--- src/hdl/jtl_pkg.sv ---
// jtl_pkg: shared types, token kinds and character helpers for the json token lexer
// used by jtl_front, jtl_back, json_token_lexer_top and jtl_checker
package jtl_pkg;

  localparam int OFFSET_BITS = 16;
  localparam int HOLD_MAX    = 4;
  localparam int Q_DEPTH     = 4;
  localparam int OUT_DEPTH   = 4;

  typedef logic [OFFSET_BITS-1:0] off_t;

  typedef enum logic [3:0] {
    KIND_FALSE, KIND_TRUE, KIND_NULL, KIND_NUMBER, KIND_STRING, KIND_LBRACKET,
    KIND_LBRACE, KIND_RBRACKET, KIND_COMMA, KIND_RBRACE, KIND_COLON, KIND_EOF,
    KIND_ERROR
  } kind_t;

  typedef struct packed {
    logic [7:0] text_byte;
    logic       end_of_text;
  } item_t;

  typedef struct packed {
    kind_t       token_kind;
    logic [15:0] token_start;
    logic [15:0] token_length;
    logic        last_of_run;
  } res_t;

  typedef struct packed {
    logic [7:0] text_byte;
    off_t       pos;
    logic       end_mark;
    logic       step_last;
  } elem_t;

  function automatic off_t sat_add(off_t a, off_t b);
    logic [OFFSET_BITS:0] s;
    s = {1'b0, a} + {1'b0, b};
    return s[OFFSET_BITS] ? '1 : s[OFFSET_BITS-1:0];
  endfunction

  function automatic logic is_digit(logic [7:0] c);
    return c >= 8'h30 && c <= 8'h39;
  endfunction

  function automatic logic is_space(logic [7:0] c);
    return c == 8'h20 || (c >= 8'h09 && c <= 8'h0d);
  endfunction

  function automatic logic is_ident(logic [7:0] c);
    return is_digit(c) || (c >= 8'h61 && c <= 8'h7a) || (c >= 8'h41 && c <= 8'h5a)
      || c == 8'h5f || c[7];
  endfunction

  // w: 0 true, 1 false, 2 null
  function automatic logic [7:0] kw_char(logic [1:0] w, logic [2:0] k);
    logic [7:0] r;
    r = 8'h00;
    case (w)
      2'd0: begin
        case (k)
          3'd1: r = "r";
          3'd2: r = "u";
          3'd3: r = "e";
          default: r = 8'h00;
        endcase
      end
      2'd1: begin
        case (k)
          3'd1: r = "a";
          3'd2: r = "l";
          3'd3: r = "s";
          3'd4: r = "e";
          default: r = 8'h00;
        endcase
      end
      2'd2: begin
        case (k)
          3'd1: r = "u";
          3'd2: r = "l";
          3'd3: r = "l";
          default: r = 8'h00;
        endcase
      end
      default: r = 8'h00;
    endcase
    return r;
  endfunction

  function automatic logic [2:0] kw_len(logic [1:0] w);
    return (w == 2'd1) ? 3'd5 : 3'd4;
  endfunction

  function automatic kind_t kw_kind(logic [1:0] w);
    kind_t r;
    case (w)
      2'd0: r = KIND_TRUE;
      2'd1: r = KIND_FALSE;
      default: r = KIND_NULL;
    endcase
    return r;
  endfunction

endpackage

--- src/hdl/jtl_front.sv ---
// jtl_front: accepts text bytes, tracks the offset and splits each word into
// byte and end-of-text elements held in a short queue; depends on jtl_pkg
module jtl_front (
  input  logic                clk,
  input  logic                rst,
  input  logic                push,
  output logic                full,
  input  jtl_pkg::item_t      item,
  output logic                q_valid,
  output jtl_pkg::elem_t      q_head,
  input  logic                q_pop
);

  localparam int AW = $clog2(jtl_pkg::Q_DEPTH);

  jtl_pkg::elem_t mem [jtl_pkg::Q_DEPTH];
  logic [AW-1:0]  head;
  logic [AW:0]    count;
  jtl_pkg::off_t  position;

  logic           accept;
  logic           doc_end;
  logic           has_byte;
  jtl_pkg::off_t  pos_inc;
  jtl_pkg::elem_t e0;
  jtl_pkg::elem_t e1;
  logic [1:0]     n_wr;
  logic [AW-1:0]  tail;
  logic [AW:0]    count_next;

  assign full    = count > (AW+1)'(jtl_pkg::Q_DEPTH - 2);
  assign accept  = push && !full;
  assign q_valid = count != '0;
  assign q_head  = mem[head];
  assign tail    = head + count[AW-1:0];

  always_comb begin
    has_byte = item.text_byte != 8'h00;
    doc_end  = !has_byte || item.end_of_text;
    pos_inc  = jtl_pkg::sat_add(position, jtl_pkg::off_t'(1));
    e1 = '{text_byte: 8'h00, pos: pos_inc, end_mark: 1'b1, step_last: 1'b1};
    if (has_byte) begin
      e0 = '{text_byte: item.text_byte, pos: position, end_mark: 1'b0, step_last: !doc_end};
    end else begin
      e0 = '{text_byte: 8'h00, pos: position, end_mark: 1'b1, step_last: 1'b1};
    end
    n_wr = 2'd0;
    if (accept) begin
      n_wr = (has_byte && doc_end) ? 2'd2 : 2'd1;
    end
    count_next = count + (AW+1)'(n_wr) - (AW+1)'(q_pop && q_valid);
  end

  always_ff @(posedge clk) begin
    if (rst) begin
      head     <= '0;
      count    <= '0;
      position <= '0;
    end else begin
      if (n_wr != 2'd0) begin
        mem[tail] <= e0;
      end
      if (n_wr == 2'd2) begin
        mem[tail + AW'(1)] <= e1;
      end
      if (accept) begin
        position <= doc_end ? '0 : pos_inc;
      end
      if (q_pop && q_valid) begin
        head <= head + AW'(1);
      end
      count <= count_next;
    end
  end

endmodule

--- src/hdl/jtl_back.sv ---
// jtl_back: lexer state machine over queued elements, replay of held bytes,
// and the result queue; depends on jtl_pkg
module jtl_back (
  input  logic           clk,
  input  logic           rst,
  input  logic           q_valid,
  input  jtl_pkg::elem_t q_head,
  output logic           q_pop,
  output logic           empty,
  input  logic           pop,
  output jtl_pkg::res_t  token
);

  localparam int OW = $clog2(jtl_pkg::OUT_DEPTH);

  typedef enum logic [3:0] {
    M_IDLE, M_STR, M_ESC, M_KT, M_KF, M_KN, M_MINUS, M_ZERO, M_INT,
    M_DOT, M_FRAC, M_E, M_ESIGN, M_EXP
  } mode_t;

  mode_t         mode, mode_next;
  jtl_pkg::off_t start, start_next;
  jtl_pkg::off_t run, run_next;
  logic [2:0]    kwp, kwp_next;
  logic [7:0]    held [jtl_pkg::HOLD_MAX];
  logic [7:0]    held_next [jtl_pkg::HOLD_MAX];
  logic [2:0]    hc, hc_next;
  logic [7:0]    rbytes [jtl_pkg::HOLD_MAX];
  logic [2:0]    rcount, rcount_next;
  logic [2:0]    ridx, ridx_next;
  jtl_pkg::off_t rbase, rbase_next;
  jtl_pkg::res_t pend;
  logic          pend_v;

  jtl_pkg::res_t omem [jtl_pkg::OUT_DEPTH];
  logic [OW-1:0] ohead;
  logic [OW:0]   ocount;

  logic          rvalid, room, go, consumed, fail, load_replay;
  logic [7:0]    c;
  jtl_pkg::off_t p;
  logic          e_end;
  logic [1:0]    w;
  logic          em;
  jtl_pkg::kind_t em_kind;
  jtl_pkg::off_t em_start, em_len;
  logic          step_end;
  jtl_pkg::res_t newres, d0, d1;
  logic [1:0]    n_wr;
  logic          pend_load, pend_clear;
  logic [OW-1:0] otail;

  assign rvalid = ridx < rcount;
  assign room   = ocount <= (OW+1)'(jtl_pkg::OUT_DEPTH - 2);
  assign go     = (rvalid || q_valid) && room;
  assign c      = rvalid ? rbytes[ridx[1:0]] : q_head.text_byte;
  assign e_end  = rvalid ? 1'b0 : q_head.end_mark;
  assign p      = rvalid ? jtl_pkg::sat_add(rbase, jtl_pkg::off_t'(ridx)) : q_head.pos;
  assign empty  = ocount == '0;
  assign token  = omem[ohead];
  assign otail  = ohead + ocount[OW-1:0];

  always_comb begin
    case (mode)
      M_KF:    w = 2'd1;
      M_KN:    w = 2'd2;
      default: w = 2'd0;
    endcase
  end

  always_comb begin
    mode_next   = mode;
    start_next  = start;
    run_next    = run;
    kwp_next    = kwp;
    held_next   = held;
    hc_next     = hc;
    rcount_next = rcount;
    ridx_next   = ridx;
    rbase_next  = rbase;
    em          = 1'b0;
    em_kind     = jtl_pkg::KIND_ERROR;
    em_start    = start;
    em_len      = run;
    consumed    = 1'b0;
    fail        = 1'b0;
    load_replay = 1'b0;
    if (go) begin
      case (mode)
        M_IDLE: begin
          consumed = 1'b1;
          if (e_end) begin
            em = 1'b1; em_kind = jtl_pkg::KIND_EOF; em_start = p; em_len = '0;
            start_next = '0; run_next = '0; kwp_next = '0; hc_next = '0;
          end else begin
            start_next = p;
            run_next   = jtl_pkg::off_t'(1);
            hc_next    = '0;
            em_start   = p;
            em_len     = jtl_pkg::off_t'(1);
            case (c)
              "\"": mode_next = M_STR;
              "[": begin em = 1'b1; em_kind = jtl_pkg::KIND_LBRACKET; end
              "{": begin em = 1'b1; em_kind = jtl_pkg::KIND_LBRACE; end
              "]": begin em = 1'b1; em_kind = jtl_pkg::KIND_RBRACKET; end
              ",": begin em = 1'b1; em_kind = jtl_pkg::KIND_COMMA; end
              "}": begin em = 1'b1; em_kind = jtl_pkg::KIND_RBRACE; end
              ":": begin em = 1'b1; em_kind = jtl_pkg::KIND_COLON; end
              "t": begin mode_next = M_KT; kwp_next = 3'd1; end
              "f": begin mode_next = M_KF; kwp_next = 3'd1; end
              "n": begin mode_next = M_KN; kwp_next = 3'd1; end
              "-": mode_next = M_MINUS;
              "0": mode_next = M_ZERO;
              default: begin
                if (jtl_pkg::is_digit(c)) begin
                  mode_next = M_INT;
                end else if (!jtl_pkg::is_space(c)) begin
                  em = 1'b1; em_kind = jtl_pkg::KIND_ERROR;
                end
              end
            endcase
          end
        end
        M_STR, M_ESC: begin
          if (e_end) begin
            em = 1'b1; em_kind = jtl_pkg::KIND_ERROR; mode_next = M_IDLE;
          end else begin
            consumed = 1'b1;
            run_next = jtl_pkg::sat_add(run, jtl_pkg::off_t'(1));
            if (mode == M_ESC) begin
              mode_next = M_STR;
            end else if (c == "\\") begin
              mode_next = M_ESC;
            end else if (c == "\"") begin
              em = 1'b1; em_kind = jtl_pkg::KIND_STRING; em_len = run_next;
              mode_next = M_IDLE;
            end
          end
        end
        M_KT, M_KF, M_KN: begin
          if (kwp < jtl_pkg::kw_len(w)) begin
            if (!e_end && kwp >= 3'd1 && c == jtl_pkg::kw_char(w, kwp)) begin
              consumed = 1'b1;
              held_next[2'(kwp - 3'd1)] = c;
              hc_next  = kwp;
              kwp_next = kwp + 3'd1;
            end else begin
              fail = 1'b1;
            end
          end else if (!e_end && jtl_pkg::is_ident(c)) begin
            fail = 1'b1;
          end else begin
            em = 1'b1; em_kind = jtl_pkg::kw_kind(w);
            em_len = jtl_pkg::off_t'(jtl_pkg::kw_len(w));
            hc_next = '0; mode_next = M_IDLE;
          end
        end
        M_MINUS: begin
          if (!e_end && jtl_pkg::is_digit(c)) begin
            consumed  = 1'b1;
            run_next  = jtl_pkg::sat_add(run, jtl_pkg::off_t'(1));
            mode_next = (c == "0") ? M_ZERO : M_INT;
          end else begin
            em = 1'b1; em_kind = jtl_pkg::KIND_ERROR; em_len = jtl_pkg::off_t'(1);
            mode_next = M_IDLE;
          end
        end
        M_ZERO, M_INT, M_FRAC, M_EXP: begin
          if (!e_end && jtl_pkg::is_digit(c) && mode != M_ZERO) begin
            consumed = 1'b1;
            run_next = jtl_pkg::sat_add(run, jtl_pkg::off_t'(1));
          end else if (!e_end && c == "." && (mode == M_ZERO || mode == M_INT)) begin
            consumed = 1'b1; mode_next = M_DOT;
            if (hc < 3'(jtl_pkg::HOLD_MAX)) begin
              held_next[hc[1:0]] = c; hc_next = hc + 3'd1;
            end
          end else if (!e_end && (c == "e" || c == "E") && mode != M_EXP) begin
            consumed = 1'b1; mode_next = M_E;
            if (hc < 3'(jtl_pkg::HOLD_MAX)) begin
              held_next[hc[1:0]] = c; hc_next = hc + 3'd1;
            end
          end else begin
            em = 1'b1; em_kind = jtl_pkg::KIND_NUMBER; mode_next = M_IDLE;
          end
        end
        M_DOT, M_E, M_ESIGN: begin
          if (!e_end && jtl_pkg::is_digit(c)) begin
            consumed  = 1'b1;
            run_next  = jtl_pkg::sat_add(run, jtl_pkg::off_t'(hc + 3'd1));
            hc_next   = '0;
            mode_next = (mode == M_DOT) ? M_FRAC : M_EXP;
          end else if (!e_end && mode == M_E && (c == "+" || c == "-")) begin
            consumed = 1'b1; mode_next = M_ESIGN;
            if (hc < 3'(jtl_pkg::HOLD_MAX)) begin
              held_next[hc[1:0]] = c; hc_next = hc + 3'd1;
            end
          end else begin
            fail = 1'b1;
          end
        end
        default: mode_next = M_IDLE;
      endcase
      if (fail) begin
        em = 1'b1;
        if (mode == M_KT || mode == M_KF || mode == M_KN) begin
          em_kind = jtl_pkg::KIND_ERROR; em_len = jtl_pkg::off_t'(1);
        end else begin
          em_kind = jtl_pkg::KIND_NUMBER;
        end
        load_replay = 1'b1;
        rbase_next  = jtl_pkg::sat_add(start, run);
        rcount_next = hc;
        ridx_next   = '0;
        hc_next     = '0;
        mode_next   = M_IDLE;
      end else if (consumed && rvalid) begin
        ridx_next = ridx + 3'd1;
      end
    end
  end

  assign q_pop    = consumed && !rvalid;
  assign step_end = q_pop && q_head.step_last;

  always_comb begin
    newres = '{token_kind: em_kind, token_start: 16'(em_start),
               token_length: 16'(em_len), last_of_run: step_end};
    d0 = pend; d0.last_of_run = 1'b0;
    d1 = newres;
    n_wr = 2'd0;
    pend_load = 1'b0;
    pend_clear = 1'b0;
    if (em) begin
      if (pend_v && step_end) begin
        n_wr = 2'd2; pend_clear = 1'b1;
      end else if (pend_v) begin
        n_wr = 2'd1; pend_load = 1'b1;
      end else if (step_end) begin
        n_wr = 2'd1; d0 = newres;
      end else begin
        pend_load = 1'b1;
      end
    end else if (step_end && pend_v) begin
      n_wr = 2'd1; d0.last_of_run = 1'b1; pend_clear = 1'b1;
    end
  end

  always_ff @(posedge clk) begin
    if (rst) begin
      mode   <= M_IDLE;
      start  <= '0;
      run    <= '0;
      kwp    <= '0;
      hc     <= '0;
      rcount <= '0;
      ridx   <= '0;
      pend_v <= 1'b0;
      ohead  <= '0;
      ocount <= '0;
    end else begin
      mode   <= mode_next;
      start  <= start_next;
      run    <= run_next;
      kwp    <= kwp_next;
      hc     <= hc_next;
      rcount <= rcount_next;
      ridx   <= ridx_next;
      if (pend_load) begin
        pend_v <= 1'b1;
      end else if (pend_clear) begin
        pend_v <= 1'b0;
      end
      if (pop && !empty) begin
        ohead <= ohead + OW'(1);
      end
      ocount <= ocount + (OW+1)'(n_wr) - (OW+1)'(pop && !empty);
    end
    held  <= held_next;
    rbase <= rbase_next;
    if (load_replay) begin
      rbytes <= held;
    end
    if (pend_load) begin
      pend <= newres;
    end
    if (n_wr != 2'd0) begin
      omem[otail] <= d0;
    end
    if (n_wr == 2'd2) begin
      omem[otail + OW'(1)] <= d1;
    end
  end

endmodule

--- src/hdl/json_token_lexer_top.sv ---
// json_token_lexer_top: streaming json tokenizer, front element queue plus back lexer
// depends on jtl_pkg, jtl_front, jtl_back
//
//   channel  dir  handshake          word
//   item     in   push / full        jtl_pkg::item_t (text_byte, end_of_text)
//   token    out  pop / empty        jtl_pkg::res_t (kind, start, length, last_of_run)
//
// one byte per cycle while full is low; the back lexer handles one element a cycle while the result queue has room
// a closing token reprocesses its byte, and a failed keyword or number step replays
// its held bytes (up to four); a byte flagged end_of_text adds an element for eof
// reset is synchronous and empties both queues; no clearing pass is needed
// full rises while the element queue lacks room for two elements, and the lexer
// pauses while the result queue lacks room for two words
module json_token_lexer_top (
  input  logic           clk,
  input  logic           rst,
  input  logic           push,
  output logic           full,
  input  jtl_pkg::item_t item,
  output logic           empty,
  input  logic           pop,
  output jtl_pkg::res_t  token
);

  logic           q_valid;
  logic           q_pop;
  jtl_pkg::elem_t q_head;

  jtl_front u_front (
    .clk(clk), .rst(rst), .push(push), .full(full), .item(item),
    .q_valid(q_valid), .q_head(q_head), .q_pop(q_pop)
  );

  jtl_back u_back (
    .clk(clk), .rst(rst), .q_valid(q_valid), .q_head(q_head), .q_pop(q_pop),
    .empty(empty), .pop(pop), .token(token)
  );

endmodule

--- config.mk ---
export PLATFORM = sky130hd
export DESIGN_NAME = json_token_lexer_top
export DESIGN_NICKNAME = d
export VERILOG_FILES = /design/src/hdl/jtl_pkg.sv /design/src/hdl/jtl_front.sv /design/src/hdl/jtl_back.sv /design/src/hdl/json_token_lexer_top.sv
export SDC_FILE = /design/constraint.sdc
export NUM_CORES = 1
export LEC_CHECK = 0
export ABC_AREA = 1
export BUFFER_PORTS_ARGS = -buffer_cell sky130_fd_sc_hd__clkbuf_2
export CAP_MARGIN = 0
export CORE_ASPECT_RATIO = 1.75
export CORE_MARGIN = 3
export CORE_UTILIZATION = 63
export DETAILED_ROUTE_END_ITERATION = 8
export GPL_TIMING_DRIVEN = 0
export PLACE_DENSITY_LB_ADDON = 0.1
export REMOVE_ABC_BUFFERS = 1
export SKIP_LAST_GASP = 1
export SYNTH_ARGS = -nofsm -noshare
export SYNTH_HDL_FRONTEND = slang
export SYNTH_HIERARCHICAL = 1
export SYNTH_SLANG_ARGS = --single-unit
--- constraint.sdc ---
create_clock -name clk -period 4.86 [get_ports clk]
set_input_delay 0.729 -clock clk [delete_from_list [all_inputs] [get_ports clk]]
set_output_delay 0.729 -clock clk [all_outputs]
set_load 0.02 [all_outputs]
==> impl_metrics.yaml <==
outcome:
  status: "finished clean"
setup_path:
  r2r-end: "u_back/omem[0][30]"
  crit_required_ps: 5110
  crit_type: "register to register"
  ff2ff_path_depth: 20
  start_kind: "register"
  r2r-start: "u_back/rcount[2]"
  crit_start: "u_back/rcount[2]"
  end_kind: "register"
  crit_path_max_fanout: 40
  cp-endpoint: "u_back/omem[0][30]"
  arrival_ps: 4820
  r2r_slack_ps: 290
sta:
  maxSlewViolCount: 0
  final_hold_viol_count: 0
  setup_viol: 0
  fmax_mhz: 219
  worst_pin_slew_ps: 1420
  holdWs_ps: 418
  period_needed_ps: 4570
  skew_ps: 19.4
  finalCritPeriodShare: 0.941
  relSlewSlack: 0.0480
job:
  cap_violations: 0
clock_network:
  clk_path_buf_depth: 3
  clock_sinks: 447
  ctsHoldBuffers: 0
  clkTransAtPathRegs_ps: 70
  clkLatencyLatePin_ps: 560
  htreeDepth: 2
  cts_root_buf: "clkbuf_16"
  numCtsBuffers: 41
  cts_tree: "built"
floorplanning:
  dieArea_mm2: 0.0431
  start_util: 0.638
  placeableCoreArea_mm2: 0.0401
  num_rows: 97
  io_pins: 52
  chipWidth_um: 158
  die_h_um: 272
detailed_routing:
  detail_route.first_pass.iterations: 8
  vias: 23100
  drtIter0Drc: 2226
  antenna_left: 0
  routed_wl_um: 77500
  post_drt_wl_per_cell_um: 20.5
  post-route-drc-count: 0
  via_per_inst: 6.13
min_path:
  hold_depth: 0
  hp-class: "register to register"
finish:
  postLayoutCellArea_mm2: 0.0277
  final_nets: 3313
  finalNonFillerCells: 3774
  antenna_cells: 0
  area_delta_synth_final_pct: 8.40
  layout-drive-gt1-share: 0.0897
power:
  p_sw_uw: 7990
  sequentialPowerShare: 0.341
  p_comb_frac: 0.480
  power_leakage_uw: 0.0116
  peakVddDrop_mv: 0.470
  clkPwrFrac: 0.179
  p_int_uw: 9670
  powerDensity_mw_per_mm2: 638
  p_sw_frac: 0.452
logic_synthesis:
  syn-cell-area_mm2: 0.0256
  synth_cell_type_count: 57
  synthCells: 3255
  netlist.area_leader.share: 0.385
  avgSynthCellArea_um2: 7.85
  ys_warn_count: 6
  synth-edff-count: 328
  ys_top_cells_by_area: "edfxtp_1, nand2_1, dfxtp_1"
  async_flop_share: 0
  synth_largest_area_cell: "edfxtp_1"
  yosysSeqAreaShare: 0.479
  synth_ff_type: "edfxtp_1"
  synth_seq_cells: 447
placement:
  post_dp_cell_area_mm2: 0.0258
  io_buffers: 51
  dp_cells: 3673
  gp_congestion: 0.986
  dp_hpwl_um: 50700
grt:
  grt_pass1_vias: 22600
  grt_overflow_total: 0
  grt_max_degree: 61
  grt_antenna_before_repair: 0
  track_usage: 0.350
  grt_pass1_wl_um: 118000
==> power by group through the flow <==
| stage | Combinational [µW] | Clock (µW) | Sequential [µW] |
|---|---|---|---|
| 4_1_cts | 8250 | 3200 | 6010 |
| 3_5_place_dp | 7920 | 0 | 6090 |
| 5_1_grt | 9310 | 3330 | 6100 |
| 6_report | 8480 | 3160 | 6030 |
| 3_3_place_gp | 7440 | 0 | 6170 |
| 2_1_floorplan | 5440 | 0 | 5980 |
==> layout by cell type, fill, tap and decap left out, types with 5 or more instances in the layout <==
master and count:
buf_4 14, nor3_1 21, o21ai_0 294, dfxtp_1 112, clkbuf_2 50, clkbuf_1 8, clkinv_1 7, clkinv_8 5
nor2_4 11, xnor2_1 8, nand3_1 220, fa_1 5, inv_1 246, nand3_2 7, nor2_1 350, inv_2 17
or2_2 8, nand4_1 16, clkinv_2 10, clkbuf_16 42, nand2_2 31, a211oi_1 22, nand2_8 7, nor3b_1 6
clkinvlp_4 7, nand2_4 18, o21ai_1 17, buf_12 14, a31oi_1 13, o21bai_1 8, nor2_2 11, edfxtp_1 328
a21oi_1 132, o22ai_1 61, o21ai_2 5, xor2_1 37, ha_1 47, o211ai_1 6, nand2_1 996
==> per-stage QoR <==
step                      utilization  power [µW]  TNS (ps)  worst slack, ps
after detailed placement        0.645       14000   -717980            -2280
after global placement          0.640       13600  -1583180            -4280
final                           0.692       17700         0              285
after global routing            0.692       18700     -14.5            -14.5
after floorplan                     -       11400   -120530             -630
after CTS                       0.688       17500         0             17.2
==> cell families after synthesis <==
group | share of synthesized area
and+or+nand+nor | 0.283
buffers and inverters | 0.0717
xor gates and xnor gates | 0.0154
muxes | 0.000783
adders and majority gates | 0.0269
AOI/OAI and AO/OA | 0.123
DFF | 0.479
==> state kept, by name (all words and copies together) (netlist names), named ones only <==
name	flops
u_front/head	2
u_back/ohead	2
u_back/start	16
u_back/hc	3
u_front/count	3
u_back/omem	148
u_back/held	32
u_back/rcount	3
u_back/rbase	16
u_front/mem	104
u_back/pend	36
u_front/position	16
u_back/mode	4
u_back/rbytes	32
u_back/kwp	3
u_back/run	16
u_back/pend_v	1
u_back/ocount	3
u_back/ridx	3
==> area by class of cell <==
class / instances / area, µm²
Clock buffer: 50 / 1080
Clock inverter: 24 / 208
Fill cell: 3207 / 12400
Inverter: 277 / 1110
Multi-Input combinational cell: 2398 / 11800
Sequential cell: 447 / 12200
Tap cell: 495 / 619
Timing Repair Buffer: 81 / 663
Timing Repair inverter: 2 / 10.0
==> metal layers <==
| layer | up-vias | part of all wire | track usage | wire [µm] |
|---|---|---|---|---|
| li1 | 10800 | - | - | - |
| met5 | - | 0 | 0 | 0 |
| met1 | 10700 | 0.33 | 0.374 | 25900 |
| met3 | 373 | 0.073 | 0.0380 | 5680 |
| met4 | 0 | 0.075 | 0.224 | 5830 |
| met2 | 1245 | 0.52 | 0.641 | 40000 |
==> repair_timing <==
action	4_1_cts	5_1_grt
endpoints found under the hold margin	0	0
gates cloned	7	0
resized for setup	46	22
buffers inserted	15	4
setup endpoints to repair	499	274
pin swaps	8	0
==> synthesized netlist by cell type (all sizes together), types with 9 or more instances <==
master  number
a211oi      22
a21oi      133
a31oi       13
buf         73
clkbuf      65
clkinv      10
dfxtp      119
edfxtp     328
ha          47
inv        267
nand2     1049
nand3      229
nand4       18
nor2       374
nor3        24
o21ai      316
o22ai       64
or2          9
xor2        37
==> critical path, stage by stage, from the launching register on <==
cell      delay [ps]
dfxtp_1          320
inv_1             50
ha_1             290
nand2_1           70
nand2_2          170
a21oi_4           60
buf_12           150
buf_4            140
buf_4            190
o21ai_1          490
buf_6            230
clkinv_2         270
nand4_4          270
inv_1             80
ha_1             320
inv_1            100
nor2_8           150
buf_12           120
nand2_8          210
nand2_8          250
buf_12           250
==> worst min path at each step <==
stage / start / endpoint / slack (ps)
final: u_back/held[29] / u_back/rbytes[29] / 420
after global routing: u_back/held[24] / u_back/rbytes[24] / 430
after CTS: u_back/held[29] / u_back/rbytes[29] / 420
after detailed placement: u_back/held[16] / u_back/rbytes[16] / 400
after global placement: u_back/held[22] / u_back/rbytes[22] / 400
after floorplan: u_back/held[0] / u_back/rbytes[0] / 400
Power figures use the tool's default switching activity.
